[src/buddy_allocator_defines.svh]
// assertion macros for the buddy allocator
`ifndef BUDDY_ALLOCATOR_DEFINES_SVH
`define BUDDY_ALLOCATOR_DEFINES_SVH
`ifndef SYNTHESIS
`define BA_ASSERT_IMP(label, clk, rst_n, a, c) \
  label: assert property (@(posedge clk) disable iff (!rst_n) (a) |-> (c)) \
    else $error("buddy allocator check failed");
`define BA_ASSERT_NXT(label, clk, rst_n, a, c) \
  label: assert property (@(posedge clk) disable iff (!rst_n) (a) |=> (c)) \
    else $error("buddy allocator check failed");
`else
`define BA_ASSERT_IMP(label, clk, rst_n, a, c)
`define BA_ASSERT_NXT(label, clk, rst_n, a, c)
`endif
`endif

[src/ba_pkg.sv]
// shared types and constants of the buddy allocator
`default_nettype none
package ba_pkg;
  localparam int TOTAL_UNITS = 1024;
  localparam int LEVELS = $clog2(TOTAL_UNITS);
  localparam int NODE_COUNT = 2 * TOTAL_UNITS - 1;
  localparam int NODE_W = $clog2(NODE_COUNT);
  localparam int SIZE_W = LEVELS + 1;
  localparam int UNIT_W = LEVELS;

  localparam logic CMD_ALLOC = 1'b0;
  localparam logic CMD_FREE  = 1'b1;

  localparam logic [1:0] ST_OK      = 2'd0;
  localparam logic [1:0] ST_NOSPACE = 2'd1;
  localparam logic [1:0] ST_BADFREE = 2'd2;

  // classified job handed from front to back
  typedef struct packed {
    logic              is_free;
    logic              reject;
    logic [SIZE_W-1:0] want;
    logic [UNIT_W-1:0] unit;
  } job_t;

  typedef struct packed {
    logic [1:0]        status;
    logic [UNIT_W-1:0] grant_unit;
  } res_t;
endpackage
`default_nettype wire

[src/ba_front.sv]
// front end: converts bytes to units by restoring division, classifies items
`default_nettype none
module ba_front (
  input  wire logic                     clk,
  input  wire logic                     rst_n,
  input  wire logic                     start,
  output logic                          fr_busy,
  input  wire logic                     cmd,
  input  wire logic [31:0]              request_bytes,
  input  wire logic [ba_pkg::UNIT_W-1:0] free_unit,
  input  wire logic [16:0]              unit_bytes,
  output logic                          job_valid,
  input  wire logic                     job_ready,
  output ba_pkg::job_t                  job
);
  localparam logic [1:0] F_IDLE = 2'd0;
  localparam logic [1:0] F_DIV  = 2'd1;
  localparam logic [1:0] F_OUT  = 2'd2;

  logic [1:0]  state_r, state_nxt;
  logic [31:0] quo_r, quo_nxt;
  logic [16:0] rem_r, rem_nxt;
  logic [16:0] div_r, div_nxt;
  logic [5:0]  cnt_r, cnt_nxt;
  logic        free_r, free_nxt;
  logic [ba_pkg::UNIT_W-1:0] unit_r, unit_nxt;
  logic [17:0] trial;
  logic [32:0] units;
  logic [ba_pkg::SIZE_W-1:0] want;
  logic        big;

  always_comb begin
    trial = {rem_r, quo_r[31]} - {1'b0, div_r};
    units = {1'b0, quo_r} + {32'd0, (rem_r != 17'd0)};
    if (units == 33'd0) units = 33'd1;
    big = units > 33'(ba_pkg::TOTAL_UNITS);
    want = '0;
    for (int i = ba_pkg::LEVELS; i >= 0; i--) begin
      if (units <= (33'd1 << i)) want = ba_pkg::SIZE_W'(1) << i;
    end
  end

  always_comb begin
    state_nxt = state_r; quo_nxt = quo_r; rem_nxt = rem_r; div_nxt = div_r;
    cnt_nxt = cnt_r; free_nxt = free_r; unit_nxt = unit_r;
    case (state_r)
      F_IDLE: begin
        if (start) begin
          free_nxt = (cmd == ba_pkg::CMD_FREE);
          unit_nxt = free_unit;
          quo_nxt = request_bytes;
          rem_nxt = '0;
          div_nxt = (unit_bytes == 17'd0) ? 17'd1 : unit_bytes;
          cnt_nxt = '0;
          state_nxt = (cmd == ba_pkg::CMD_FREE) ? F_OUT : F_DIV;
        end
      end
      F_DIV: begin
        if (!trial[17]) begin
          rem_nxt = trial[16:0];
          quo_nxt = {quo_r[30:0], 1'b1};
        end else begin
          rem_nxt = {rem_r[15:0], quo_r[31]};
          quo_nxt = {quo_r[30:0], 1'b0};
        end
        cnt_nxt = cnt_r + 6'd1;
        if (cnt_r == 6'd31) state_nxt = F_OUT;
      end
      F_OUT: if (job_ready) state_nxt = F_IDLE;
      default: state_nxt = F_IDLE;
    endcase
  end

  always_ff @(posedge clk) begin
    if (!rst_n) state_r <= F_IDLE;
    else state_r <= state_nxt;
    quo_r <= quo_nxt; rem_r <= rem_nxt; div_r <= div_nxt;
    cnt_r <= cnt_nxt; free_r <= free_nxt; unit_r <= unit_nxt;
  end

  assign fr_busy = (state_r != F_IDLE);
  assign job_valid = (state_r == F_OUT);
  always_comb begin
    job.is_free = free_r;
    job.reject = !free_r && big;
    job.want = want;
    job.unit = unit_r;
  end
endmodule
`default_nettype wire

[config.mk]
export PLATFORM = sky130hd
export DESIGN_NAME = ba_front
export DESIGN_NICKNAME = d
export VERILOG_FILES = /design/src/buddy_allocator_defines.svh /design/src/ba_pkg.sv /design/src/ba_front.sv
export SDC_FILE = /design/constraint.sdc
export NUM_CORES = 1
export LEC_CHECK = 0
export ABC_AREA = 1
export ABC_CLOCK_PERIOD_IN_PS = 3700
export BUFFER_PORTS_ARGS = -buffer_cell sky130_fd_sc_hd__buf_2
export CAP_MARGIN = 15
export CORE_UTILIZATION = 35
export CTS_CLUSTER_SIZE = 40
export DETAILED_ROUTE_END_ITERATION = 10
export PLACE_DENSITY = 0.54
export SYNTH_ARGS = -nofsm -noshare
export SYNTH_HDL_FRONTEND = slang
export SYNTH_SLANG_ARGS = --single-unit
[constraint.sdc]
create_clock -name clk -period 3.7 [get_ports clk]
set_input_delay 0.555 -clock clk [delete_from_list [all_inputs] [get_ports clk]]
set_output_delay 0.555 -clock clk [all_outputs]
set_load 0.01 [all_outputs]
# Word-level counts from Yosys, hierarchy flattened
# Cells that the tools add are included.
totals:
  register_bits: 85
  latch_bits: 0
  ram_bits: 0
  mem_bits_ro: 0
  inputBits: 64
  out_inout_bits: 25
  word_cells: 64
  n_memories: 0
classes:
  addsub: 3
  mul: 0
  n_div: 0
  order_cmp: 12
  n_eq_ne: 6
  shifts: 0
  n_mux: 25
  bitwise: 0
  n_reduce_logical: 11
ops:
  columns: ["cell", "count"]
  rows:
  - ["11-bit 2-to-1 mux", 11]
  - ["32-bit one-hot mux with 2 select lines", 1]
  - ["17-bit 2-to-1 mux", 2]
  - ["17-bit one-hot mux with 2 select lines", 1]
  - ["32-bit by 1-bit adder with 33-bit output", 1]
  - ["33-bit by 11-bit > comparator with 1-bit output, second input constant", 1]
  - ["33-bit by 1-bit <= comparator with 1-bit output, second input constant", 1]
  - ["33-bit by 10-bit <= comparator with 1-bit output, second input constant", 1]
  - ["33-bit by 11-bit <= comparator with 1-bit output, second input constant", 1]
  - ["33-bit by 2-bit <= comparator with 1-bit output, second input constant", 1]
  - ["33-bit by 3-bit <= comparator with 1-bit output, second input constant", 1]
  - ["33-bit by 4-bit <= comparator with 1-bit output, second input constant", 1]
  - ["33-bit by 5-bit <= comparator with 1-bit output, second input constant", 1]
  - ["33-bit by 6-bit <= comparator with 1-bit output, second input constant", 1]
  - ["33-bit by 7-bit <= comparator with 1-bit output, second input constant", 1]
  - ["33-bit by 8-bit <= comparator with 1-bit output, second input constant", 1]
  - ["33-bit by 9-bit <= comparator with 1-bit output, second input constant", 1]
  - ["33-bit logical NOT", 1]
  - ["33-bit 2-to-1 mux", 1]
  - ["32-bit 2-to-1 mux", 1]
  - ["18-bit by 17-bit subtractor with 18-bit output", 1]
  - ["17-bit logical NOT", 1]
  - ["17-bit nonzero test", 1]
  - ["6-bit one-hot mux with 2 select lines", 1]
  - ["other kinds (16)", 22]

# Logic depth before layout (Yosys ltp)
logic_depth:
  ltp_word: 16
  depth_mapped: 24

# Worst setup path before layout
# OpenSTA, ideal clock, no wires.
synth_path:
  path_kind: "input-to-reg"
  start: "input start"
  end: "register cnt_r[0], enable pin"
  t_arrival_ns: 3.297
  t_required_ns: 3.214
  slack_ns: -0.083
  cell_stages: 2
  n_path_buf: 0
  cell_sequence: "inv_1 > a21oi_1"
synth_via:
  elab_chain_cells: 2
synth_rtl:
  columns: ["element", "line_no", "rtl"]
  rows:
  - ["start: declaration", "ba_front.sv:6", "input wire logic start,"]
  - ["2-bit != test (no line)", null, null]
  - ["2-bit AND reduction (no line)", null, null]
  - ["end signal: assignment", "ba_front.sv:78", "cnt_r <= cnt_nxt; free_r <= free_nxt; unit_r <= unit_nxt;"]
  - ["end: declaration", "ba_front.sv:24", "logic [5:0] cnt_r, cnt_nxt;"]
# Every way passes these cells.
# A chain may end at the register's enable or synchronous reset.

==> impl_metrics.env <==
export IMPL_via_count=5713
export IMPL_status="finished with violations"
export IMPL_final_common_cell="nand2_1"
export IMPL_max_freq_mhz=252.2
export IMPL_cp_end_kind="output pin"
export IMPL_nets=1046
export IMPL_die_w_um=133.6
export IMPL_drive_gt1_share_pct=27.85
export IMPL_irDropWorstVdd_uv=371.3
export IMPL_synthesis_area_um2=6060
export IMPL_failed_checks="negative setup slack"
export IMPL_rows=47
export IMPL_power_leakage_uw=0.003515
export IMPL_area_growth_pct=29.36
export IMPL_critPathArrivalTime_ns=3.41
export IMPL_cp_data_required_time_ns=3.14
export IMPL_synth_seq_cells=85
export IMPL_clock_tree_root_cell="clkbuf_16"
export IMPL_hold_buffers=0
export IMPL_first_global_vias=5564
export IMPL_crit_type="flop to output pin"
export IMPL_clkTransAtPathRegs_ns=0.07
export IMPL_gp_congestion=0.8671
export IMPL_drv_slew=0
export IMPL_maxCapViolations=0
export IMPL_whs_ns=0.3740
export IMPL_setup_viol=12
export IMPL_cts_inserted_buffers=9
export IMPL_post_route_period_util_pct=107.1
export IMPL_overflow=0
export IMPL_drcViolationCount=0
export IMPL_final_hold_violation_count=0
export IMPL_wl_per_cell_um=13.98
export IMPL_synth_main_ff_cell="edfxtp_1"
export IMPL_async_flop_share_pct=0
export IMPL_rsz0062_at_grt="yes"
export IMPL_synth_edf_count=83
export IMPL_synth_yosys_warnings=0
export IMPL_core_area_um2=16760
export IMPL_path_max_fanout=6
export IMPL_total_power_uw=5839
export IMPL_synth_distinct_cells=40
export IMPL_num_fill_cells=1762
export IMPL_syn_area_per_cell_um2=7.390
export IMPL_cts_buffer_depth=2
export IMPL_routed_via_density=4.817
export IMPL_wl_um=16580
export IMPL_cts_sinks=85
export IMPL_insertion_delay_ns=0.35
export IMPL_syn_nets=905
export IMPL_worst_pin_slew_ns=0.7896
export IMPL_io_buffers=88
export IMPL_skew_ns=0.005524
export IMPL_dr_pass1_iters=5
export IMPL_die_h_um=133.6
export IMPL_dr_first_iter_drc_count=351
export IMPL_hold_path_class="primary input to flop"
export IMPL_io_pins=89
export IMPL_synth_seq_area_share_pct=41.79
export IMPL_pwr_density_cell_nw_per_um2=744.8
export IMPL_hpwl_um=13030
export IMPL_grt_pass1_wl_um=26970
export IMPL_start_util_pct=36.16
export IMPL_final_cell_mix="nand2_1 (189), inv_1 (100), nor2_1 (90)"
export IMPL_track_usage_pct=19.33
export IMPL_relSlewSlack_pct=47.24
export IMPL_fin_crit_ns=3.964
export IMPL_htreeDepth=3
export IMPL_antenna_found_initial=0
export IMPL_cp_start_kind="flop"
export IMPL_die_area_um2=17840
export IMPL_grt_max_degree=44
export IMPL_ant_nets=0
export IMPL_syn_inst=820
export IMPL_tritoncts="done"
export IMPL_antenna_cells=0
export IMPL_fin_ws_ns=-0.2644
-- cell type report --
class	count	area [µm²]	area share, %
Clock buffer	11	242.7	3.097
Sequential cell	85	2532	32.31
Clock inverter	5	66.31	0.8460
Tap cell	220	275.3	3.512
Timing Repair Buffer	159	992.2	12.66
Multi-Input combinational cell	599	3326	42.43
Inverter	107	404.1	5.156
-- worst paths after layout --
kind | startpoint | endpoint | slack (ns) | cells past startpoint
worst min register to register | state_r[1] | state_r[1] | 0.59 | 2
worst min-delay path | free_unit[7] | unit_r[7] | 0.37 | 1
worst max-delay path | rem_r[9] | job[14] | -0.26 | 22
worst max register to register | quo_r[31] | rem_r[12] | 0.75 | 12
-- cells in the mapped netlist, drive strengths merged (10+ instances only) --
cell type | number | share of area (%)
o21ai | 61 | 5.0
edfxtp | 83 | 41
inv | 107 | 6.6
nand3 | 47 | 4.1
nor4 | 11 | 1.1
xor2 | 10 | 1.4
nand4 | 15 | 1.7
clkbuf | 26 | 1.6
ha | 20 | 4.1
a21oi | 35 | 2.9
nor3 | 23 | 1.9
nand2 | 215 | 14
nor2 | 127 | 9.0
-- worst max-delay path, stage by stage, from the launching register on --
cell and delay, ns:
edfxtp_1 0.41, nor4_1 0.29, buf_4 0.16, nand4_1 0.11, ha_2 0.23, ha_4 0.18
nand2_4 0.08, nor2_8 0.06, nand2_4 0.13, nor2_4 0.05, nand3_1 0.08, nand2_1 0.06
nor2_2 0.16, nand2_1 0.09, nor2_2 0.14, nand2_2 0.08, buf_6 0.13, nor2_4 0.13
nand2_2 0.08, nor2_2 0.10, nor2_2 0.04, and2_1 0.12, buf_2 0.13
-- state kept, by name, summed over array words and instances (netlist names) --
name     count
rem_r       17
quo_r       32
free_r       1
state_r      2
unit_r      10
cnt_r        6
div_r       17
-- what timing repair did --
item | 4_1_cts | 5_1_grt
endpoints found under the hold margin | 0 | 0
resized for setup | 47 | 48
endpoints found under the setup margin | 12 | 12
gates cloned | 0 | 0
pin swaps | 26 | 44
setup buffers | 6 | 2
-- cells by family after synthesis --
kind of cell,Yosys count,synth area share [%]
AOI/OAI and AO/OA,117,10.53
xor gates and xnor gates,17,2.457
adders and majority gates,21,4.460
buffers and inverters,136,8.487
DFF,85,41.79
and+or+nand+nor,444,32.27
-- stage by stage --
stage                     util, %  instances  setup slack [ns]  TNS, ns  instance area (µm²)
after floorplan                 -        820            0.4936        0                 6063
after global placement      42.66       1162           -0.1086  -0.6411                 7149
after detailed placement    42.66       1162           -0.1445  -0.9578                 7149
after CTS                   45.74       1184           -0.3245   -3.100                 7666
after global routing        46.77       1186           -0.5116   -5.361                 7839
final                       46.77       1186           -0.2644   -2.303                 7839
-- routing by layer --
metal | global-route usage (%) | wire, µm | vias up
li1 | - | - | 2991
met1 | 24.02 | 7689 | 2589
met2 | 33.51 | 7936 | 118
met3 | 4.718 | 749 | 15
met4 | 4.672 | 206 | 0
met5 | 0 | 0 | -
-- report_power, final --
| group | internal [µW] | total [µW] | switching (µW) |
|---|---|---|---|
| clock | 551 | 970 | 419 |
| combinational | 1140 | 3030 | 1900 |
| sequential | 1550 | 1830 | 281 |
No activity file was read; power rests on OpenSTA's default activity.
